### config.mk
export PLATFORM = sky130hd
export DESIGN_NAME = iae_ctrl
export DESIGN_NICKNAME = d
export VERILOG_FILES = /design/src/sv/iae_pkg.sv /design/src/sv/iae_ctrl.sv
export SDC_FILE = /design/constraint.sdc
export NUM_CORES = 1
export LEC_CHECK = 0
export ABC_AREA = 1
export BUFFER_PORTS_ARGS = -buffer_cell sky130_fd_sc_hd__buf_2
export CAP_MARGIN = 20
export CORE_ASPECT_RATIO = 1.25
export CORE_MARGIN = 2
export CORE_UTILIZATION = 32
export DETAILED_ROUTE_END_ITERATION = 8
export PLACE_DENSITY_LB_ADDON = 0.1
export SYNTH_ARGS = -nofsm -noshare
export SYNTH_HDL_FRONTEND = slang
export SYNTH_SLANG_ARGS = --single-unit
export TNS_END_PERCENT = 50
### constraint.sdc
create_clock -name clk_i -period 2.23 [get_ports clk_i]
set_input_delay 0.446 -clock clk_i [delete_from_list [all_inputs] [get_ports clk_i]]
set_output_delay 0.446 -clock clk_i [all_outputs]
set_load 0.05 [all_outputs]
### src/sv/iae_pkg.sv
`timescale 1ns / 1ps
package iae_pkg;

  localparam int STACK_DEPTH = 4;
  localparam int FRAC_BITS   = 24;
  localparam int VAL_W       = 48;
  localparam int CNT_W       = $clog2(STACK_DEPTH + 1);
  localparam int ADDR_W      = $clog2(STACK_DEPTH);
  localparam int HALF_W      = VAL_W / 2;
  localparam int PROD_W      = 2 * VAL_W;
  localparam int DIVD_W      = VAL_W + FRAC_BITS;
  localparam int DCNT_W      = $clog2(DIVD_W + 1);
  localparam int SCALE_W     = FRAC_BITS;
  localparam int INT_W       = VAL_W + 4;
  localparam int CHAR_W      = 8;
  localparam int IN_TDATA_W  = 8;
  localparam int OUT_TDATA_W = 56;

  localparam logic [VAL_W-1:0] MAX_POS = {1'b0, {(VAL_W-1){1'b1}}};
  localparam logic [VAL_W-1:0] MIN_NEG = {1'b1, {(VAL_W-1){1'b0}}};

  // one tenth, rounded half up
  localparam logic [SCALE_W-1:0] TENTH =
    SCALE_W'(((64'd1 << FRAC_BITS) + 64'd5) / 64'd10);
  // floor(v / 10) == (v * RECIP10) >> RECIP_SH for any 32-bit v
  localparam logic [31:0] RECIP10  = 32'hCCCC_CCCD;
  localparam int          RECIP_SH = 35;

  localparam logic [CHAR_W-1:0] CH_0     = 8'h30;
  localparam logic [CHAR_W-1:0] CH_9     = 8'h39;
  localparam logic [CHAR_W-1:0] CH_PLUS  = 8'h2B;
  localparam logic [CHAR_W-1:0] CH_MINUS = 8'h2D;
  localparam logic [CHAR_W-1:0] CH_STAR  = 8'h2A;
  localparam logic [CHAR_W-1:0] CH_SLASH = 8'h2F;
  localparam logic [CHAR_W-1:0] CH_DOT   = 8'h2E;
  localparam logic [CHAR_W-1:0] CH_SPACE = 8'h20;

  // bit 1 is the precedence class
  typedef enum logic [1:0] {
    OP_ADD = 2'd0,
    OP_SUB = 2'd1,
    OP_MUL = 2'd2,
    OP_DIV = 2'd3
  } op_e;

  typedef enum logic [1:0] {
    ST_OK   = 2'd0,
    ST_DIV0 = 2'd1,
    ST_OVF  = 2'd2,
    ST_MALF = 2'd3
  } status_e;

  typedef enum logic [1:0] {
    DIG_NONE  = 2'd0,
    DIG_START = 2'd1,
    DIG_INT   = 2'd2,
    DIG_FRAC  = 2'd3
  } dig_e;

  typedef struct packed {
    dig_e              dig;
    logic [3:0]        digit;
    logic              num_we;
    logic              num_wsel_res;
    logic [ADDR_W-1:0] num_waddr;
    logic [ADDR_W-1:0] num_raddr;
    logic              op_we;
    logic [ADDR_W-1:0] op_waddr;
    op_e               op_wdata;
    logic [ADDR_W-1:0] op_raddr;
    logic              load_y;
    logic              alu_start;
    logic              out_load;
    logic              out_zero;
  } dp_cmd_t;

  typedef struct packed {
    logic digit_ovf;
    logic alu_done;
    logic alu_ovf;
    logic alu_div0;
    op_e  op_top;
  } dp_stat_t;

  // divide by zero and malformed input lock the status; overflow yields to them
  function automatic status_e raise_err(input status_e cur, input status_e code);
    if (cur == ST_OK || (cur == ST_OVF && code != ST_OVF)) begin
      return code;
    end
    return cur;
  endfunction

endpackage

### src/sv/iae_ctrl.sv
`timescale 1ns / 1ps
module iae_ctrl (
  input  logic                       clk_i,
  input  logic                       rst_ni,
  input  logic                       in_valid_i,
  output logic                       in_ready_o,
  input  logic [iae_pkg::CHAR_W-1:0] in_char_i,
  input  logic                       in_end_i,
  input  logic                       out_ready_i,
  output logic                       out_valid_o,
  output logic [1:0]                 out_status_o,
  output iae_pkg::dp_cmd_t           cmd_o,
  input  iae_pkg::dp_stat_t          stat_i
);

  typedef enum logic [9:0] {
    S_IN    = 10'b0000000001,
    S_CHAR  = 10'b0000000010,
    S_RCHK  = 10'b0000000100,
    S_RD1   = 10'b0000001000,
    S_RD2   = 10'b0000010000,
    S_EXEC  = 10'b0000100000,
    S_PUSH  = 10'b0001000000,
    S_FIN   = 10'b0010000000,
    S_OUTRD = 10'b0100000000,
    S_OUT   = 10'b1000000000
  } state_e;

  typedef enum logic [1:0] {
    MODE_NONE = 2'd0,
    MODE_INT  = 2'd1,
    MODE_FRAC = 2'd2
  } mode_e;

  state_e                     state_q, state_d;
  logic [iae_pkg::CNT_W-1:0]  ncnt_q, ncnt_d, ocnt_q, ocnt_d;
  mode_e                      mode_q, mode_d;
  iae_pkg::status_e           err_q, err_d;
  iae_pkg::op_e               code_q, code_d;
  logic                       fin_q, fin_d;
  logic                       outv_q, outv_d;
  iae_pkg::status_e           status_q, status_d;
  logic [iae_pkg::CHAR_W-1:0] char_q;
  logic                       end_q;

  logic                       locked, accept;
  logic                       is_digit, is_op;
  iae_pkg::op_e               char_op;
  logic                       close_act, close_full;
  logic [iae_pkg::CNT_W-1:0]  ncnt_close;
  logic                       chain_ok;
  state_e                     nxt;

  assign locked = (err_q == iae_pkg::ST_DIV0) || (err_q == iae_pkg::ST_MALF);
  assign accept = in_valid_i && (state_q == S_IN);
  assign nxt    = end_q ? S_FIN : S_IN;

  assign is_digit = (char_q >= iae_pkg::CH_0) && (char_q <= iae_pkg::CH_9);

  always_comb begin
    is_op   = 1'b1;
    char_op = iae_pkg::OP_ADD;
    priority if (char_q == iae_pkg::CH_PLUS)  char_op = iae_pkg::OP_ADD;
    else if (char_q == iae_pkg::CH_MINUS)     char_op = iae_pkg::OP_SUB;
    else if (char_q == iae_pkg::CH_STAR)      char_op = iae_pkg::OP_MUL;
    else if (char_q == iae_pkg::CH_SLASH)     char_op = iae_pkg::OP_DIV;
    else                                      is_op   = 1'b0;
  end

  // a number in progress is pushed when it ends
  assign close_act  = mode_q != MODE_NONE;
  assign close_full = ncnt_q >= iae_pkg::CNT_W'(iae_pkg::STACK_DEPTH);
  assign ncnt_close = (close_act && !close_full) ? ncnt_q + 1'b1 : ncnt_q;
  assign chain_ok   = {1'b0, ncnt_close} == ({1'b0, ocnt_q} + 1'b1);

  always_comb begin
    state_d  = state_q;
    ncnt_d   = ncnt_q;
    ocnt_d   = ocnt_q;
    mode_d   = mode_q;
    err_d    = err_q;
    code_d   = code_q;
    fin_d    = fin_q;
    outv_d   = outv_q;
    status_d = status_q;

    cmd_o              = '0;
    cmd_o.num_waddr    = iae_pkg::ADDR_W'(ncnt_q);
    cmd_o.op_waddr     = iae_pkg::ADDR_W'(ocnt_q);
    cmd_o.op_wdata     = code_q;
    cmd_o.op_raddr     = iae_pkg::ADDR_W'(ocnt_q - 1'b1);
    cmd_o.digit        = 4'(char_q - iae_pkg::CH_0);

    if (outv_q && out_ready_i) begin
      outv_d = 1'b0;
    end

    unique case (state_q)
      S_IN: begin
        if (accept) begin
          state_d = S_CHAR;
        end
      end

      S_CHAR: begin
        state_d = nxt;
        if (!locked) begin
          if (is_digit) begin
            unique case (mode_q)
              MODE_NONE: begin
                if (ncnt_q != ocnt_q) begin
                  err_d = iae_pkg::raise_err(err_q, iae_pkg::ST_MALF);
                end else begin
                  cmd_o.dig = iae_pkg::DIG_START;
                  mode_d    = MODE_INT;
                end
              end
              MODE_INT: cmd_o.dig = iae_pkg::DIG_INT;
              default:  cmd_o.dig = iae_pkg::DIG_FRAC;
            endcase
            if (stat_i.digit_ovf) begin
              err_d = iae_pkg::raise_err(err_q, iae_pkg::ST_OVF);
            end
          end else if (char_q == iae_pkg::CH_DOT) begin
            if (mode_q == MODE_INT) begin
              mode_d = MODE_FRAC;
            end else begin
              err_d = iae_pkg::raise_err(err_q, iae_pkg::ST_MALF);
            end
          end else if (is_op || char_q == iae_pkg::CH_SPACE) begin
            if (close_act) begin
              mode_d = MODE_NONE;
              if (close_full) begin
                err_d = iae_pkg::raise_err(err_q, iae_pkg::ST_MALF);
              end else begin
                cmd_o.num_we = 1'b1;
                ncnt_d       = ncnt_close;
              end
            end
            if (is_op && !(close_act && close_full)) begin
              if (!chain_ok) begin
                err_d = iae_pkg::raise_err(err_q, iae_pkg::ST_MALF);
              end else begin
                code_d  = char_op;
                fin_d   = 1'b0;
                state_d = S_RCHK;
              end
            end
          end else begin
            err_d = iae_pkg::raise_err(err_q, iae_pkg::ST_MALF);
          end
        end
      end

      S_FIN: begin
        state_d = S_OUTRD;
        if (!locked) begin
          if (close_act) begin
            mode_d = MODE_NONE;
            if (close_full) begin
              err_d = iae_pkg::raise_err(err_q, iae_pkg::ST_MALF);
            end else begin
              cmd_o.num_we = 1'b1;
              ncnt_d       = ncnt_close;
            end
          end
          if (!(close_act && close_full)) begin
            if (!chain_ok) begin
              err_d = iae_pkg::raise_err(err_q, iae_pkg::ST_MALF);
            end else begin
              fin_d   = 1'b1;
              state_d = S_RCHK;
            end
          end
        end
      end

      S_RCHK: begin
        cmd_o.num_raddr = iae_pkg::ADDR_W'(ncnt_q - 1'b1);
        if (locked || ocnt_q == '0) begin
          if (fin_q) begin
            state_d = S_OUTRD;
          end else begin
            state_d = locked ? nxt : S_PUSH;
          end
        end else begin
          state_d = S_RD1;
        end
      end

      S_RD1: begin
        // top operand and top operator are on the read ports now
        cmd_o.num_raddr = iae_pkg::ADDR_W'(ncnt_q - 2'd2);
        if (!fin_q && (stat_i.op_top[1] < code_q[1])) begin
          state_d = S_PUSH;
        end else begin
          cmd_o.load_y = 1'b1;
          state_d      = S_RD2;
        end
      end

      S_RD2: begin
        cmd_o.num_raddr = iae_pkg::ADDR_W'(ncnt_q - 2'd2);
        cmd_o.alu_start = 1'b1;
        state_d         = S_EXEC;
      end

      S_EXEC: begin
        if (stat_i.alu_done) begin
          cmd_o.num_we       = 1'b1;
          cmd_o.num_wsel_res = 1'b1;
          cmd_o.num_waddr    = iae_pkg::ADDR_W'(ncnt_q - 2'd2);
          ncnt_d             = ncnt_q - 1'b1;
          ocnt_d             = ocnt_q - 1'b1;
          if (stat_i.alu_div0) begin
            err_d = iae_pkg::raise_err(err_q, iae_pkg::ST_DIV0);
          end else if (stat_i.alu_ovf) begin
            err_d = iae_pkg::raise_err(err_q, iae_pkg::ST_OVF);
          end
          state_d = S_RCHK;
        end
      end

      S_PUSH: begin
        state_d = nxt;
        if (ocnt_q >= iae_pkg::CNT_W'(iae_pkg::STACK_DEPTH)) begin
          err_d = iae_pkg::raise_err(err_q, iae_pkg::ST_MALF);
        end else begin
          cmd_o.op_we = 1'b1;
          ocnt_d      = ocnt_q + 1'b1;
        end
      end

      S_OUTRD: begin
        state_d = S_OUT;
      end

      S_OUT: begin
        // bottom of the number stack stays on the read port while stalled
        if (!outv_q || out_ready_i) begin
          cmd_o.out_load = 1'b1;
          cmd_o.out_zero = locked || (ncnt_q == '0);
          status_d       = err_q;
          outv_d         = 1'b1;
          ncnt_d         = '0;
          ocnt_d         = '0;
          mode_d         = MODE_NONE;
          err_d          = iae_pkg::ST_OK;
          state_d        = S_IN;
        end
      end

      default: state_d = S_IN;
    endcase
  end

  always_ff @(posedge clk_i or negedge rst_ni) begin
    if (!rst_ni) begin
      state_q  <= S_IN;
      ncnt_q   <= '0;
      ocnt_q   <= '0;
      mode_q   <= MODE_NONE;
      err_q    <= iae_pkg::ST_OK;
      code_q   <= iae_pkg::OP_ADD;
      fin_q    <= 1'b0;
      outv_q   <= 1'b0;
      status_q <= iae_pkg::ST_OK;
    end else begin
      state_q  <= state_d;
      ncnt_q   <= ncnt_d;
      ocnt_q   <= ocnt_d;
      mode_q   <= mode_d;
      err_q    <= err_d;
      code_q   <= code_d;
      fin_q    <= fin_d;
      outv_q   <= outv_d;
      status_q <= status_d;
    end
  end

  always_ff @(posedge clk_i) begin
    if (accept) begin
      char_q <= in_char_i;
      end_q  <= in_end_i;
    end
  end

  assign in_ready_o   = state_q == S_IN;
  assign out_valid_o  = outv_q;
  assign out_status_o = status_q;

endmodule

# Yosys cells after proc, flatten, opt, wreduce, memory -nomap -nowiden
# Cells that the tools add are included.
[word_totals] reg_bits=35 latch_bits=0 ram_bits=0 romBits=0 input_bits=19 out_inout_bits=27 word_cells=287 mem_count=0
[op_classes] addsub=7 multipliers=0 div_mod_pow=0 order_cmp=5 n_eq_ne=53 n_shift=0 n_mux=172 bitwise=3 reduce_logical=36
[op_table] op="$mux 2" n=54
[op_table] op="$pmux 10 s10" n=1
[op_table] op="$mux 1" n=78
[op_table] op="$mux 8" n=8
[op_table] op="$eq 8x6->1 const B" n=6
[op_table] op="$mux 9" n=5
[op_table] op="$mux 3" n=13
[op_table] op="$ne 4x4->1 const B" n=8
[op_table] op="$mux 10" n=3
[op_table] op="$ne 2x2->1 const B" n=14
[op_table] op="$reduce_and 19->1" n=1
[op_table] op="$reduce_and 8->1" n=2
[op_table] op="$ne 3x3->1 const B" n=4
[op_table] op="$pmux 3 s4" n=1
[op_table] op="$eq 10x1->1 const B" n=1
[op_table] op="$eq 10x10->1 const B" n=1
[op_table] op="$eq 10x2->1 const B" n=1
[op_table] op="$eq 10x3->1 const B" n=1
[op_table] op="$eq 10x4->1 const B" n=1
[op_table] op="$eq 10x5->1 const B" n=1
[op_table] op="$eq 10x6->1 const B" n=1
[op_table] op="$eq 10x7->1 const B" n=1
[op_table] op="$eq 10x8->1 const B" n=1
[op_table] op="$eq 10x9->1 const B" n=1
[op_table] op="other kinds (42)" n=68

# Depth between registers and ports, before layout
[depth] depth_word=21 mapped_depth=14 ltp_nobuf=13

# Worst setup path after synthesis
# Ideal clock, no wire load.
[synth_timing] path_type="register to output" startpoint="reg state_q[1]" endpoint="out cmd_o[14] (netlist bit)" arrival_time_ns=2.522 required_time_ns=1.784 slack_ns=-0.738 stages_incl_launch_ff=8 n_path_buf=1 path_cell_list="dfrtp_1 nor2_4 nand2_4 nor2_8 nand2_4 buf_6 nor2_1 xor2_1"
[synth_rtl] element="from (decl)" line_no="iae_ctrl.sv:35" source="state_e state_q, state_d;"
[synth_rtl] element="from (signal assigned)" line_no="iae_ctrl.sv:269" source="state_q <= state_d;"
[synth_rtl] element="to (decl)" line_no="iae_ctrl.sv:12" source="output iae_pkg::dp_cmd_t cmd_o,"

==> out/qor.txt <==
FLOORPLAN
----------------------------------------------------------------------------
Total Die Area                                                      9736 µm²
Chip width                                                          88.66 µm
DIE HEIGHT                                                          109.8 µm
Initial Utilization                                                   32.95%
Placeable Area                                                      8701 µm²
Number of top-level pins                                                  46
FP Rows                                                                   38

RUN
----------------------------------------------------------------------------
Max Cap Viol                                                               0

POWER AND IR DROP
----------------------------------------------------------------------------
Leakage power figure                                                1.825 nW
Part of the total power dissipated in the clock network                14.6%
Pwr per Cell Area                                               852.8 nW/µm²
Worst VDD drop                                                   0.0003700 V
Sequential cell fraction of total power                                30.3%
Proportion of total power due to net switching                        50.36%
Relative contribution of combinational cells to total power            55.1%
Cell internal pwr                                                   1.564 mW
Net switching power figure                                          1.587 mW

CLOCK TREE
----------------------------------------------------------------------------
Clock transition at the registers of the reported paths              0.08 ns
Total of hold buffers inserted after clock tree synthesis                  0
Number of H-tree branching levels                                          2
Buffers from clock root to sink, at most                                   2
Inserted Clock Buffers                                                     5
Number of clock sinks                                                     35
Clock latency on the worst-skew pair                                 0.29 ns
Master cell of the clock root buffer                            sky130_fd_sc_hd__clkbuf_8
TritonCTS clock tree                                                   built

TIMING
----------------------------------------------------------------------------
Relative slew margins                                                 55.96%
Final worst clock skew                                           0.007512 ns
Count of pins over their slew limit                                        0
Hold slack                                                         0.1789 ns
Worst-margin pin slew                                              0.6605 ns
Final setup violation count                                                0
Fin Setup TNS                                                           0 ns
Number of hold-slack violations in the final timing report                 0
RSZ-0062 raised after global routing                                    true
Crit share post-route                                                 98.48%
Max Clk Rate                                                       455.4 MHz
Final min period                                                    2.196 ns

GRT
----------------------------------------------------------------------------
Overall fraction of global-route tracks in use                        17.92%
Largest net degree at the start of global routing                         27
Residual overflow from global routing                                      0
Global-route wire length before repair                              13450 µm
Initial antenna violation count                                            0
Vias in the first global route                                          2714

YOSYS
----------------------------------------------------------------------------
Asr flop ratio synth                                                  74.29%
Mean instance size in the synthesized netlist                      7.131 µm²
Number of warning messages in the yosys log                                0
Primary flip-flop cell chosen by synthesis mapping              sky130_fd_sc_hd__dfrtp_1
Cell area after technology mapping                                  2866 µm²
EDFF count, synth                                                          9
Distinct cell type count after synthesis                                  38
Sequential element share of the synthesized area                      32.17%
Gate Count Post-Synth                                                    402
Post-synthesis net count                                                 428
#FFs+latches synth                                                        35

DRT
----------------------------------------------------------------------------
Total Routed Length                                                  8139 µm
Number of nets with antenna violations after detailed routing              0
Average detailed-routed wire length per instance                    13.73 µm
TritonRoute pass-1 iters                                                   4
Starting DRT DRC Count                                                   110
Post-detailed-route via-to-cell ratio                                  4.690
Number of vias after detailed routing                                   2781
Post-detailed-route DRC marker count                                       0

WORST SETUP PATH
----------------------------------------------------------------------------
Data required time of the critical path                              1.78 ns
Cell repeated most along the worst path                         sky130_fd_sc_hd__nand2_4
Critical path's largest stage delay                                  0.44 ns
Critical Path Source Type                                               flop
Critical path capture point type                                 output port
Cell family contributing the most delay on the critical path    simple AND/OR/NAND/NOR gates
WP buf/inv                                                                 2
Arrival @ worst endpoint                                             1.75 ns
Largest driver fanout on the critical path                                 5
Critical path start-end classification                          flop to output port
Critical Path Slowest Stage Cell                                sky130_fd_sc_hd__dfrtp_1
Cell Chain, Critical Path                                       nor2_4 > nand2_4 > inv_4 > nand3_4 > nand2_4 > nand3_1 > o22ai_2 > buf_6

RUN STATUS
----------------------------------------------------------------------------
Result of the run                                               finished clean

PLACEMENT
----------------------------------------------------------------------------
GP Congestion                                                         0.8547
IO buf count                                                              44
Sum of net half-perimeters after detailed placement                  6514 µm

WORST HOLD PATH
----------------------------------------------------------------------------
Path category of the worst min-delay check                      input port to asynchronous set/reset pin

FINISH
----------------------------------------------------------------------------
Total Nets Final                                                         498
Antenna diode count                                                        0
Area Growth Syn to Fin                                                28.94%
Commonest non-fill, non-tap cells in the layout                 sky130_fd_sc_hd__nand2_1, sky130_fd_sc_hd__inv_1, sky130_fd_sc_hd__nor2_1, sky130_fd_sc_hd__buf_2, sky130_fd_sc_hd__nand3_1
Leading cell type in the layout, fill and taps excluded         sky130_fd_sc_hd__nand2_1
Fraction of layout instances using a drive strength above 1           32.98%
Filler cell count                                                        911

## registers in the layout (all words and copies together), names as in the netlist
name          flops
end_q             1
out_status_o      2
state_q          10
out_valid_o       1
fin_q             1
err_q             2
char_q            8
mode_q            2
code_q            2
ocnt_q            3
ncnt_q            3
## routing by layer
layer,vias up,GRT usage (%),share of wire (%)
met2,43,29.42,50
met5,-,0,0
met1,1288,24.06,46
li1,1440,-,-
met3,10,2.703,2.7
met4,0,5.519,1.7
## synthesized netlist by cell type, drive strengths merged, types with 3 or more instances
| cell | number | share of area [%] |
|---|---|---|
| edfxtp | 9 | 9.4 |
| ha | 7 | 3.1 |
| nand3 | 41 | 9.5 |
| inv | 58 | 7.8 |
| o21ai | 19 | 3.4 |
| nor3 | 10 | 1.9 |
| o22ai | 6 | 1.3 |
| nand2 | 116 | 17 |
| xnor2 | 3 | 0.92 |
| nand4 | 10 | 2.2 |
| a21oi | 14 | 3.2 |
| dfrtp | 25 | 22 |
| buf | 11 | 3.0 |
| nor2 | 60 | 11 |
## power groups by stage
| stage | logic [mW] | registers [mW] | clock network (mW) |
|---|---|---|---|
| 2_1_floorplan | 1.25 | 0.937 | 0 |
| 3_3_place_gp | 1.59 | 0.961 | 0 |
| 3_5_place_dp | 1.59 | 0.960 | 0 |
| 4_1_cts | 1.64 | 0.949 | 0.486 |
| 5_1_grt | 1.91 | 0.975 | 0.514 |
| 6_report | 1.74 | 0.955 | 0.461 |
## final timing paths
kind,startpoint,to,slack [ns],cells past startpoint
min in group clk_i,in_char_i[7],char_q[7],0.33,1
worst min register to register,code_q[0],code_q[0],0.49,2
worst max-delay path,state_q[1],cmd_o[16],0.03,8
max in group asynchronous,rst_ni,ocnt_q[0],1.57,1
worst min-delay path,rst_ni,code_q[0],0.18,1
worst max register to register,state_q[0],state_q[7],0.22,11
## repair_timing
item                       CTS  global route
setup endpoints to repair   11            15
setup buffers                3            12
pin swaps                    2            15
gates resized for setup     20            27
## final cells by class
class | instances | area [µm²] | area share, %
clock buffer | 6 | 72.57 | 1.963
clock inverter | 2 | 12.51 | 0.3385
inverter | 59 | 239.0 | 6.466
multi-input combinational | 297 | 1745 | 47.22
sequential | 35 | 924.6 | 25.02
tap | 120 | 150.1 | 4.062
timing repair buffer | 74 | 551.8 | 14.93
## cells by family (layout without fill, tap and decap cells)
logic type / Yosys count / count (layout) / share of synthesized area [%]
flip-flops: 35 / 35 / 32.17
AO/OA/AOI/OAI: 44 / 44 / 9.210
buffers and inverters: 70 / 141 / 10.87
multiplexers: 1 / 1 / 0.3928
AND/OR/NAND/NOR: 240 / 240 / 42.78
XOR/XNOR: 5 / 5 / 1.528
adder cells (fa/ha/maj): 7 / 7 / 3.055
## metrics by stage
| step | total power, mW | instances | worst slack, ns | instance area [µm²] | utilization [%] |
|---|---|---|---|---|---|
| after floorplan | 2.187 | 402 | -0.2252 | 2913 | - |
| after global placement | 2.552 | 570 | 0.1550 | 3311 | 38.05 |
| after detailed placement | 2.554 | 570 | 0.1440 | 3311 | 38.05 |
| after CTS | 3.078 | 581 | -0.01047 | 3508 | 40.32 |
| after global routing | 3.402 | 593 | -0.06580 | 3696 | 42.48 |
| final | 3.152 | 593 | 0.03397 | 3696 | 42.48 |
(Power assumes the default switching activity.)
