`src/sv/iae_pkg.sv`:
```
`timescale 1ns / 1ps
package iae_pkg;

  localparam int STACK_DEPTH = 4;
  localparam int FRAC_BITS   = 24;
  localparam int VAL_W       = 48;
  localparam int CNT_W       = $clog2(STACK_DEPTH + 1);
  localparam int ADDR_W      = $clog2(STACK_DEPTH);
  localparam int HALF_W      = VAL_W / 2;
  localparam int PROD_W      = 2 * VAL_W;
  localparam int DIVD_W      = VAL_W + FRAC_BITS;
  localparam int DCNT_W      = $clog2(DIVD_W + 1);
  localparam int SCALE_W     = FRAC_BITS;
  localparam int INT_W       = VAL_W + 4;
  localparam int CHAR_W      = 8;
  localparam int IN_TDATA_W  = 8;
  localparam int OUT_TDATA_W = 56;

  localparam logic [VAL_W-1:0] MAX_POS = {1'b0, {(VAL_W-1){1'b1}}};
  localparam logic [VAL_W-1:0] MIN_NEG = {1'b1, {(VAL_W-1){1'b0}}};

  // one tenth, rounded half up
  localparam logic [SCALE_W-1:0] TENTH =
    SCALE_W'(((64'd1 << FRAC_BITS) + 64'd5) / 64'd10);
  // floor(v / 10) == (v * RECIP10) >> RECIP_SH for any 32-bit v
  localparam logic [31:0] RECIP10  = 32'hCCCC_CCCD;
  localparam int          RECIP_SH = 35;

  localparam logic [CHAR_W-1:0] CH_0     = 8'h30;
  localparam logic [CHAR_W-1:0] CH_9     = 8'h39;
  localparam logic [CHAR_W-1:0] CH_PLUS  = 8'h2B;
  localparam logic [CHAR_W-1:0] CH_MINUS = 8'h2D;
  localparam logic [CHAR_W-1:0] CH_STAR  = 8'h2A;
  localparam logic [CHAR_W-1:0] CH_SLASH = 8'h2F;
  localparam logic [CHAR_W-1:0] CH_DOT   = 8'h2E;
  localparam logic [CHAR_W-1:0] CH_SPACE = 8'h20;

  // bit 1 is the precedence class
  typedef enum logic [1:0] {
    OP_ADD = 2'd0,
    OP_SUB = 2'd1,
    OP_MUL = 2'd2,
    OP_DIV = 2'd3
  } op_e;

  typedef enum logic [1:0] {
    ST_OK   = 2'd0,
    ST_DIV0 = 2'd1,
    ST_OVF  = 2'd2,
    ST_MALF = 2'd3
  } status_e;

  typedef enum logic [1:0] {
    DIG_NONE  = 2'd0,
    DIG_START = 2'd1,
    DIG_INT   = 2'd2,
    DIG_FRAC  = 2'd3
  } dig_e;

  typedef struct packed {
    dig_e              dig;
    logic [3:0]        digit;
    logic              num_we;
    logic              num_wsel_res;
    logic [ADDR_W-1:0] num_waddr;
    logic [ADDR_W-1:0] num_raddr;
    logic              op_we;
    logic [ADDR_W-1:0] op_waddr;
    op_e               op_wdata;
    logic [ADDR_W-1:0] op_raddr;
    logic              load_y;
    logic              alu_start;
    logic              out_load;
    logic              out_zero;
  } dp_cmd_t;

  typedef struct packed {
    logic digit_ovf;
    logic alu_done;
    logic alu_ovf;
    logic alu_div0;
    op_e  op_top;
  } dp_stat_t;

  // divide by zero and malformed input lock the status; overflow yields to them
  function automatic status_e raise_err(input status_e cur, input status_e code);
    if (cur == ST_OK || (cur == ST_OVF && code != ST_OVF)) begin
      return code;
    end
    return cur;
  endfunction

endpackage

```
`src/sv/iae_ram.sv`:
```
`timescale 1ns / 1ps
module iae_ram #(
  parameter int WIDTH = 8,
  parameter int DEPTH = 4
) (
  input  logic                     clk_i,
  input  logic                     we_i,
  input  logic [$clog2(DEPTH)-1:0] waddr_i,
  input  logic [WIDTH-1:0]         wdata_i,
  input  logic [$clog2(DEPTH)-1:0] raddr_i,
  output logic [WIDTH-1:0]         rdata_o
);

  logic [WIDTH-1:0] mem_q [DEPTH];
  logic [WIDTH-1:0] rdata_q;

  always_ff @(posedge clk_i) begin
    if (we_i) begin
      mem_q[waddr_i] <= wdata_i;
    end
    rdata_q <= mem_q[raddr_i];
  end

  assign rdata_o = rdata_q;

endmodule

```
`src/sv/iae_alu.sv`:
```
`timescale 1ns / 1ps
module iae_alu (
  input  logic                    clk_i,
  input  logic                    rst_ni,
  input  logic                    start_i,
  input  iae_pkg::op_e            op_i,
  input  logic [iae_pkg::VAL_W-1:0] x_i,
  input  logic [iae_pkg::VAL_W-1:0] y_i,
  output logic                    done_o,
  output logic [iae_pkg::VAL_W-1:0] res_o,
  output logic                    ovf_o,
  output logic                    div0_o
);

  typedef enum logic [5:0] {
    A_IDLE = 6'b000001,
    A_ADD  = 6'b000010,
    A_MUL  = 6'b000100,
    A_DIV  = 6'b001000,
    A_SAT  = 6'b010000,
    A_DONE = 6'b100000
  } alu_state_e;

  alu_state_e state_q, state_d;

  logic [iae_pkg::VAL_W-1:0]      a_q, b_q, ma_q, mb_q;
  logic                           neg_q;
  iae_pkg::op_e                   op_q;
  logic [iae_pkg::DCNT_W-1:0]     cnt_q;
  logic [iae_pkg::VAL_W-1:0]      pp_q;
  logic [1:0]                     sh_q;
  logic [iae_pkg::PROD_W-1:0]     acc_q;
  logic [iae_pkg::VAL_W:0]        rem_q;
  logic [iae_pkg::DIVD_W-1:0]     quo_q, dvd_q;
  logic [iae_pkg::VAL_W-1:0]      res_q;
  logic                           ovf_q, div0_q;

  logic [iae_pkg::VAL_W-1:0]      mag_x, mag_y;
  logic [iae_pkg::VAL_W:0]        sum;
  logic [iae_pkg::HALF_W-1:0]     ha, hb;
  logic [iae_pkg::PROD_W-1:0]     pp_sh;
  logic [iae_pkg::VAL_W:0]        rem_sh;
  logic                           rem_ge;
  logic [iae_pkg::PROD_W-1:0]     wide;

  assign mag_x = x_i[iae_pkg::VAL_W-1] ? (~x_i + 1'b1) : x_i;
  assign mag_y = y_i[iae_pkg::VAL_W-1] ? (~y_i + 1'b1) : y_i;

  assign sum = (op_q == iae_pkg::OP_SUB)
             ? ({a_q[iae_pkg::VAL_W-1], a_q} - {b_q[iae_pkg::VAL_W-1], b_q})
             : ({a_q[iae_pkg::VAL_W-1], a_q} + {b_q[iae_pkg::VAL_W-1], b_q});

  assign ha = cnt_q[0] ? ma_q[iae_pkg::VAL_W-1:iae_pkg::HALF_W] : ma_q[iae_pkg::HALF_W-1:0];
  assign hb = cnt_q[1] ? mb_q[iae_pkg::VAL_W-1:iae_pkg::HALF_W] : mb_q[iae_pkg::HALF_W-1:0];

  always_comb begin
    unique case (sh_q)
      2'd0:    pp_sh = iae_pkg::PROD_W'(pp_q);
      2'd1:    pp_sh = iae_pkg::PROD_W'(pp_q) << iae_pkg::HALF_W;
      default: pp_sh = iae_pkg::PROD_W'(pp_q) << (2 * iae_pkg::HALF_W);
    endcase
  end

  assign rem_sh = {rem_q[iae_pkg::VAL_W-1:0], dvd_q[iae_pkg::DIVD_W-1]};
  assign rem_ge = rem_sh >= {1'b0, mb_q};

  assign wide = (op_q == iae_pkg::OP_MUL) ? (acc_q >> iae_pkg::FRAC_BITS)
                                          : iae_pkg::PROD_W'(quo_q);

  always_comb begin
    state_d = state_q;
    unique case (state_q)
      A_IDLE: begin
        if (start_i) begin
          unique case (op_i)
            iae_pkg::OP_ADD, iae_pkg::OP_SUB: state_d = A_ADD;
            iae_pkg::OP_MUL:                  state_d = A_MUL;
            default:                          state_d = (mag_y == '0) ? A_DONE : A_DIV;
          endcase
        end
      end
      A_ADD: state_d = A_DONE;
      A_MUL: if (cnt_q == iae_pkg::DCNT_W'(4)) state_d = A_SAT;
      A_DIV: if (cnt_q == iae_pkg::DCNT_W'(iae_pkg::DIVD_W - 1)) state_d = A_SAT;
      A_SAT: state_d = A_DONE;
      A_DONE: state_d = A_IDLE;
      default: state_d = A_IDLE;
    endcase
  end

  always_ff @(posedge clk_i or negedge rst_ni) begin
    if (!rst_ni) begin
      state_q <= A_IDLE;
    end else begin
      state_q <= state_d;
    end
  end

  always_ff @(posedge clk_i) begin
    unique case (state_q)
      A_IDLE: begin
        if (start_i) begin
          a_q    <= x_i;
          b_q    <= y_i;
          ma_q   <= mag_x;
          mb_q   <= mag_y;
          neg_q  <= x_i[iae_pkg::VAL_W-1] ^ y_i[iae_pkg::VAL_W-1];
          op_q   <= op_i;
          cnt_q  <= '0;
          acc_q  <= '0;
          rem_q  <= '0;
          quo_q  <= '0;
          dvd_q  <= {mag_x, {iae_pkg::FRAC_BITS{1'b0}}};
          ovf_q  <= 1'b0;
          div0_q <= (op_i == iae_pkg::OP_DIV) && (mag_y == '0);
          res_q  <= '0;
        end
      end
      A_ADD: begin
        if (!sum[iae_pkg::VAL_W] && sum[iae_pkg::VAL_W-1]) begin
          res_q <= iae_pkg::MAX_POS;
          ovf_q <= 1'b1;
        end else if (sum[iae_pkg::VAL_W] && !sum[iae_pkg::VAL_W-1]) begin
          res_q <= iae_pkg::MIN_NEG;
          ovf_q <= 1'b1;
        end else begin
          res_q <= sum[iae_pkg::VAL_W-1:0];
        end
      end
      A_MUL: begin
        // partial product registered, accumulated in the next cycle
        pp_q  <= ha * hb;
        sh_q  <= 2'(cnt_q[0]) + 2'(cnt_q[1]);
        if (cnt_q != '0) begin
          acc_q <= acc_q + pp_sh;
        end
        cnt_q <= cnt_q + 1'b1;
      end
      A_DIV: begin
        dvd_q <= dvd_q << 1;
        if (rem_ge) begin
          rem_q <= rem_sh - {1'b0, mb_q};
          quo_q <= {quo_q[iae_pkg::DIVD_W-2:0], 1'b1};
        end else begin
          rem_q <= rem_sh;
          quo_q <= {quo_q[iae_pkg::DIVD_W-2:0], 1'b0};
        end
        cnt_q <= cnt_q + 1'b1;
      end
      A_SAT: begin
        if (neg_q) begin
          if (wide > iae_pkg::PROD_W'(iae_pkg::MIN_NEG)) begin
            res_q <= iae_pkg::MIN_NEG;
            ovf_q <= 1'b1;
          end else begin
            res_q <= ~wide[iae_pkg::VAL_W-1:0] + 1'b1;
          end
        end else if (wide > iae_pkg::PROD_W'(iae_pkg::MAX_POS)) begin
          res_q <= iae_pkg::MAX_POS;
          ovf_q <= 1'b1;
        end else begin
          res_q <= wide[iae_pkg::VAL_W-1:0];
        end
      end
      default: ;
    endcase
  end

  assign done_o = state_q == A_DONE;
  assign res_o  = res_q;
  assign ovf_o  = ovf_q;
  assign div0_o = div0_q;

endmodule

```
`src/sv/iae_datapath.sv`:
```
`timescale 1ns / 1ps
module iae_datapath (
  input  logic                      clk_i,
  input  logic                      rst_ni,
  input  iae_pkg::dp_cmd_t          cmd_i,
  output iae_pkg::dp_stat_t         stat_o,
  output logic [iae_pkg::VAL_W-1:0] value_o
);

  logic [iae_pkg::VAL_W-1:0]   pending_q, pending_d;
  logic [iae_pkg::SCALE_W-1:0] scale_q, scale_d;
  logic [iae_pkg::VAL_W-1:0]   y_q, value_q;

  logic [iae_pkg::INT_W-1:0]     dig_add, t_int;
  logic [iae_pkg::SCALE_W+3:0]   prod_f;
  logic [iae_pkg::VAL_W:0]       t_frac;
  logic [31:0]                   scale_p5;
  logic [63:0]                   scale_div;
  logic                          ovf_int, ovf_frac;

  logic [iae_pkg::VAL_W-1:0] num_wdata, num_rdata, alu_res;
  logic [1:0]                op_rdata;
  logic                      alu_done, alu_ovf, alu_div0;

  assign dig_add = iae_pkg::INT_W'(cmd_i.digit) << iae_pkg::FRAC_BITS;
  assign t_int   = (iae_pkg::INT_W'(pending_q) << 3) + (iae_pkg::INT_W'(pending_q) << 1)
                 + dig_add;
  assign ovf_int = t_int > iae_pkg::INT_W'(iae_pkg::MAX_POS);

  assign prod_f   = (iae_pkg::SCALE_W+4)'(scale_q) * (iae_pkg::SCALE_W+4)'(cmd_i.digit);
  assign t_frac   = (iae_pkg::VAL_W+1)'(pending_q) + (iae_pkg::VAL_W+1)'(prod_f);
  assign ovf_frac = t_frac > (iae_pkg::VAL_W+1)'(iae_pkg::MAX_POS);

  // (scale + 5) / 10 by reciprocal multiply
  assign scale_p5  = 32'(scale_q) + 32'd5;
  assign scale_div = scale_p5 * iae_pkg::RECIP10;

  always_comb begin
    pending_d = pending_q;
    scale_d   = scale_q;
    unique case (cmd_i.dig)
      iae_pkg::DIG_START: begin
        pending_d = iae_pkg::VAL_W'(dig_add);
        scale_d   = iae_pkg::TENTH;
      end
      iae_pkg::DIG_INT: begin
        pending_d = ovf_int ? iae_pkg::MAX_POS : t_int[iae_pkg::VAL_W-1:0];
      end
      iae_pkg::DIG_FRAC: begin
        pending_d = ovf_frac ? iae_pkg::MAX_POS : t_frac[iae_pkg::VAL_W-1:0];
        scale_d   = iae_pkg::SCALE_W'(scale_div >> iae_pkg::RECIP_SH);
      end
      default: ;
    endcase
  end

  always_ff @(posedge clk_i or negedge rst_ni) begin
    if (!rst_ni) begin
      pending_q <= '0;
      scale_q   <= iae_pkg::TENTH;
    end else begin
      pending_q <= pending_d;
      scale_q   <= scale_d;
    end
  end

  always_ff @(posedge clk_i) begin
    if (cmd_i.load_y) begin
      y_q <= num_rdata;
    end
    if (cmd_i.out_load) begin
      value_q <= cmd_i.out_zero ? '0 : num_rdata;
    end
  end

  assign num_wdata = cmd_i.num_wsel_res ? alu_res : pending_q;

  iae_ram #(
    .WIDTH (iae_pkg::VAL_W),
    .DEPTH (iae_pkg::STACK_DEPTH)
  ) u_num_stack (
    .clk_i   (clk_i),
    .we_i    (cmd_i.num_we),
    .waddr_i (cmd_i.num_waddr),
    .wdata_i (num_wdata),
    .raddr_i (cmd_i.num_raddr),
    .rdata_o (num_rdata)
  );

  iae_ram #(
    .WIDTH (2),
    .DEPTH (iae_pkg::STACK_DEPTH)
  ) u_op_stack (
    .clk_i   (clk_i),
    .we_i    (cmd_i.op_we),
    .waddr_i (cmd_i.op_waddr),
    .wdata_i (cmd_i.op_wdata),
    .raddr_i (cmd_i.op_raddr),
    .rdata_o (op_rdata)
  );

  iae_alu u_alu (
    .clk_i   (clk_i),
    .rst_ni  (rst_ni),
    .start_i (cmd_i.alu_start),
    .op_i    (iae_pkg::op_e'(op_rdata)),
    .x_i     (num_rdata),
    .y_i     (y_q),
    .done_o  (alu_done),
    .res_o   (alu_res),
    .ovf_o   (alu_ovf),
    .div0_o  (alu_div0)
  );

  always_comb begin
    stat_o.digit_ovf = ((cmd_i.dig == iae_pkg::DIG_INT) && ovf_int)
                    || ((cmd_i.dig == iae_pkg::DIG_FRAC) && ovf_frac);
    stat_o.alu_done  = alu_done;
    stat_o.alu_ovf   = alu_ovf;
    stat_o.alu_div0  = alu_div0;
    stat_o.op_top    = iae_pkg::op_e'(op_rdata);
  end

  assign value_o = value_q;

endmodule

```
`config.mk`:
```
export PLATFORM = sky130hd
export DESIGN_NAME = iae_datapath
export DESIGN_NICKNAME = d
export VERILOG_FILES = /design/src/sv/iae_pkg.sv /design/src/sv/iae_ram.sv /design/src/sv/iae_alu.sv /design/src/sv/iae_datapath.sv
export SDC_FILE = /design/constraint.sdc
export NUM_CORES = 2
export LEC_CHECK = 0
export BUFFER_PORTS_ARGS = -buffer_cell sky130_fd_sc_hd__buf_2
export CORE_ASPECT_RATIO = 0.5
export CORE_MARGIN = 1
export CORE_UTILIZATION = 45
export DETAILED_ROUTE_END_ITERATION = 16
export SYNTH_ARGS = -nofsm -noshare
export SYNTH_HDL_FRONTEND = slang
export SYNTH_SLANG_ARGS = --single-unit
```
`constraint.sdc`:
```
create_clock -name clk_i -period 11.37 [get_ports clk_i]
set_input_delay 1.7055 -clock clk_i [delete_from_list [all_inputs] [get_ports clk_i]]
set_output_delay 1.7055 -clock clk_i [all_outputs]
set_load 0.005 [all_outputs]
```
# Word-level counts from Yosys, hierarchy flattened
# Memory sizes are Yosys's and may differ from the RTL's. A register that Yosys moved wholly into a read port is not among the register bits.
# Cells that the tools add are included.
# classes
addsub	13
multipliers	3
order_cmp	5
eq_ne	24
mux	49
bitwise	4
n_reduce_logical	28
# op_table
op	count
two-way mux 48 bit	13
one-hot mux 96 bit (2 select lines)	2
one-hot mux 48 bit (3 select lines)	2
one-hot mux 72 bit (2 select lines)	2
two-way mux 72 bit	3
two-way mux 96 bit	2
adder 48 x 1 -> 48 bit, second input constant	3
inverter 48 bit	3
adder 96 bit	1
greater-than comparator 96 x 47 -> 1 bit, second input constant	1
greater-than comparator 96 x 48 -> 1 bit, second input constant	1
one-hot mux 48 bit (2 select lines)	1
multiplier 25 x 32 -> 57 bit, second input constant	1
adder 51 x 49 -> 52 bit	1
adder 52 x 28 -> 52 bit	1
greater-than comparator 52 x 47 -> 1 bit, second input constant	1
adder 48 x 28 -> 49 bit	1
adder 48 x 48 -> 49 bit	1
>= comparator 49 x 48 -> 1 bit	1
greater-than comparator 49 x 47 -> 1 bit, second input constant	1
two-way mux 49 bit	1
subtractor 48 x 48 -> 49 bit	1
logical NOT 48 bit	1
multiplier 24 x 24 -> 48 bit	1
other kinds (40)	80
# word_totals
ff_bits	764
mem_bits_rw	200
input_bits	25
output_inout_bits	54
wordCells	149
memories	2
# memory_table
memory	words	word_bits	rd	rd_clocked_by_memory_dff	wr	line_no	rtl
u_num_stack.mem_q	4	48	1	1	1	iae_ram.sv:14	logic [WIDTH-1:0] mem_q [DEPTH];
u_op_stack.mem_q	4	2	1	1	1	iae_ram.sv:14	

# Logic depth before layout (Yosys ltp)
# depth
word_depth	8
mapped_depth	34
ltp_nobuf	33

# Cells and area by module
# From an unflattened synthesis, not the netlist that was laid out.
# unflattened
cells_unflattened	9013
hier_area_um2	88583.7
# modules_own_cells
module	n_inst	cells_each	area_per_inst_um2	seq_area_each_um2
iae_alu	1	6196	57173.6	17087.6
iae_datapath	1	2499	23135.9	4648.2
iae_ram (u_num_stack)	1	302	7910.1	6726.5
iae_ram (u_op_stack)	1	16	364.1	280.3

# Worst setup path after synthesis
# No wires, ideal clock.
# synth_path
path_type	register to register
startpoint	reg u_alu.cnt_q[0] (netlist bit)
endpoint	reg u_alu.pp_q[45] (netlist bit) (data pin)
setup_time_ns	0.274
arrival_ns	7.994
t_required_ns	11.096
slack_ns	3.103
stages_incl_launch_ff	27
path_buffers	3
synth_period_minus_slack_ns	8.267
cell_sequence	edfxtp_1 > clkbuf_1 > clkbuf_1 > buf_1 > mux2i_1 > nor2_1 > fa_1 > fa_1 > fa_1 > inv_1 > fa_1 > fa_1 > inv_1 > fa_1 > fa_1 > ha_1 > a21o_1 > a21o_1 > a21o_1 > a21o_1 > a221o_1 > a31o_2 > a221oi_1 > nand3_1 > a31oi_1 > o41ai_1 > xor2_1
# synth_between
elab_chain_len	2
# synth_lines
element	line_no	rtl
start, declared	iae_alu.sv:29	logic [iae_pkg::DCNT_W-1:0] cnt_q;
start signal, assigned	iae_alu.sv:137	cnt_q <= cnt_q + 1'b1;
start signal, assigned	iae_alu.sv:148	cnt_q <= cnt_q + 1'b1;
two-way mux 24 bit	iae_alu.sv:53	assign ha = cnt_q[0] ? ma_q[iae_pkg::VAL_W-1:iae_pkg::HALF_W] : ma_q[iae_pkg::HALF_W-1:0];
multiplier 24 x 24 -> 48 bit	iae_alu.sv:132	pp_q <= ha * hb;
end signal, assigned	iae_alu.sv:132	
end, declared	iae_alu.sv:30	logic [iae_pkg::VAL_W-1:0] pp_q;
# No other way between the ends.
# A chain may end at the register's enable or synchronous reset.

# Final worst setup path
# layout_path
startpoint	reg u_alu.cnt_q[1] (netlist bit)
endpoint	reg u_alu.pp_q[47] (netlist bit) (data pin)
# layout_between
elab_chain_len	2
# layout_lines
element	line_no	rtl
two-way mux 24 bit	iae_alu.sv:54	assign hb = cnt_q[1] ? mb_q[iae_pkg::VAL_W-1:iae_pkg::HALF_W] : mb_q[iae_pkg::HALF_W-1:0];
multiplier 24 x 24 -> 48 bit	iae_alu.sv:132	
# No other way between the ends.

==> results.toml <==
[global_routing]
grt_overflow = 0
grt_first_pass_wirelength_microns = 401200
grt_max_degree = 119
grt_pass1_vias = 63120
antenna_found_initial = 18
track_usage_pct = 27.16

[layout]
top_register = "u_num_stack.mem_q"
drive_above_1_share_pct = 6.591
area_growth_pct = 7.614
largest_reg_flops = 192
fin_nets = 10140
reg_top3 = "u_num_stack.mem_q x192, u_alu.acc_q x96, u_alu.quo_q x72"
fin_util_pct = 49.08
fillerInstances = 17910

[place]
hpwl_microns = 207600
place_congestion = 0.9746
portBuffers = 78

[floorplanning]
die_h_microns = 313.2
rows = 113
dieArea_sq_mm = 0.1956
io_pins = 79
die_x_microns = 624.5
initial_core_util_pct = 45.61
core_area_sq_mm = 0.1912

[setup_path]
path_max_fanout = 28
crit_path_start_kind = "flip-flop"
critPathKind = "reg2reg"
arrival_ps = 9840
end_kind = "flip-flop"
required_ps = 11800

[yosys]
synth_fp_nets = 10200
synth_common_cells = "inv_1 (1105), edfxtp_1 (860), nand2_1 (822)"
post-synth-top-area-fraction_pct = 29.62
netlist_top_cells_area = "edfxtp_1 (30%), fa_1 (16%), ha_1 (10%)"
yosys.cell_types.count = 95
synth_flop_cell = "edfxtp_1"
yosys_register_bits = 986
ys_seq_area_share_pct = 32.97
synthArstFlopShare_pct = 7.708
syn_area_per_cell_sq_um = 9.958
yosys_warnings = 0
synth_cells = 8755
yosys.area.top_type = "edfxtp_1"
synth_edf_count = 860
synth_most_common_cell = "inv_1"
netlist_area_sq_mm = 0.08718

[clocking]
cts-root-buf = "clkbuf_16"
path_clk_slew_ps = 80
cts_tree = "yes"
cts_sinks = 986
post_cts_buffers = 0
clk_latency_ps = 740
clock_path_buffers = 3
cts_buffers = 95
htreeDepth = 3
cts_resized = 0
cts_hold_buf = 0

[timing]
setup_viol = 0
maxSlewViolCount = 0
rsz0062_at_grt = "false"
period_minus_slack_ps = 9405
worst_pin_slew_ps = 1334
skew_ps = 51.33
period_share_pct = 82.71
finalHoldViolCount = 0
fin_setup_tns_ps = 0
fmax_mhz = 106.3
hold_slack_ps = 487.2
slew_headroom_pct = 8.747

[detailed_routing]
drc = 0
ant_nets = 0
wl_per_cell_microns = 23.58
routed_wl_microns = 267900
first_pass_iters = 6
vias = 65440
drt_iter0_drc = 6279
vias_per_cell = 5.760

[outcome]
status = "finished clean"

[min_path]
holdCritPathClass = "reg2reg"

[run]
drv_cap = 0
[path summary, 6_finish.rpt]
path | slack (ps) | depth (start not counted) | startpoint | end
max in group asynchronous | 9220 | 2 | rst_ni | u_alu.state_q[5]$_DFFE_PN0P_
worst max register to register | 1970 | 26 | u_alu.cnt_q[1]$_SDFFCE_PN0P_ | u_alu.pp_q[47]$_DFFE_PP_
worst min register to register | 490 | 0 | y_q[0]$_DFFE_PP_ | u_alu.mb_q[0]$_DFFE_PP_
worst max-delay path | 1970 | 26 | u_alu.cnt_q[1]$_SDFFCE_PN0P_ | u_alu.pp_q[47]$_DFFE_PP_
min in group asynchronous | 1000 | 1 | rst_ni | scale_q[17]$_DFFE_PN0P_
worst min-delay path | 490 | 0 | y_q[0]$_DFFE_PP_ | u_alu.mb_q[0]$_DFFE_PP_
[worst max-delay path: stages (launching register included)]
cell and delay (ps):
edfxtp_1 900, buf_4 480, mux2i_2 650, buf_4 360
nor2_1 100, fa_1 550, inv_1 50, fa_1 470
inv_1 50, fa_1 430, ha_1 230, fa_1 530
inv_1 50, fa_1 460, fa_1 540, inv_1 40
ha_1 350, a211o_1 330, o211ai_1 240, a31oi_1 210
a221o_1 540, a31oi_1 570, o211ai_1 230, a41oi_1 330
o21ai_0 140, a21oi_1 200, xnor2_1 90
[kinds of logic (layout without fill, tap and decap cells)]
kind of cell | after synthesis | after routing | synth area share [%]
DFF | 986 | 986 | 32.97
xor gates and xnor gates | 514 | 514 | 5.164
AOI/OAI and AO/OA | 1613 | 1613 | 11.92
other | 0 | 3 | 0
buffers and inverters | 1464 | 1479 | 6.338
adders and majority gates | 1422 | 1422 | 26.56
muxes | 244 | 244 | 3.612
and+or+nand+nor | 2512 | 2512 | 13.44
[metal layers]
layer	track usage (%)	wire length (microns)
met3	4.298	22270
met2	41.35	117300
met5	0	79
met1	40.59	121700
met4	6.391	6555
[layout make-up]
type | instances | area, sq um | share of cell area [%]
Tap cell | 2587 | 3237 | 3.450
Inverter | 1107 | 4163 | 4.437
Multi-Input combinational cell | 6305 | 53090 | 56.59
Antenna cell | 3 | 7.507 | 0.008002
Clock inverter | 59 | 728.2 | 0.7762
Clock buffer | 119 | 2570 | 2.739
Sequential cell | 986 | 28740 | 30.64
Timing Repair Buffer | 194 | 1279 | 1.363
[through the flow]
step | area [sq um] | setup slack, ps | std cells
floorplan | 87180 | 3103 | 8755
global placement | 90510 | 2161 | 11180
detailed placement | 90510 | 2089 | 11180
CTS | 93810 | 2072 | 11360
global route | 93820 | 1513 | 11360
finish | 93820 | 1965 | 11360
[cells in the final DEF (no fill, tap or decap), types with 64 or more instances in the layout]
cell type  count
inv_1       1104
edfxtp_1     860
nand2_1      818
nor2_1       747
fa_1         715
ha_1         706
a21oi_1      482
xnor2_1      350
o21ai_0      322
and2_1       235
a21o_1       186
xor2_1       164
buf_4        117
mux2i_1      115
nor3_1       114
nand4_1      104
nand3_1       99
clkbuf_16     97
nor2b_1       84
buf_2         76
mux2_2        65
dfrtp_1       64
Power is not shown: default switching activity piles up to over one toggle a cycle in this logic, so the estimate is an artifact.
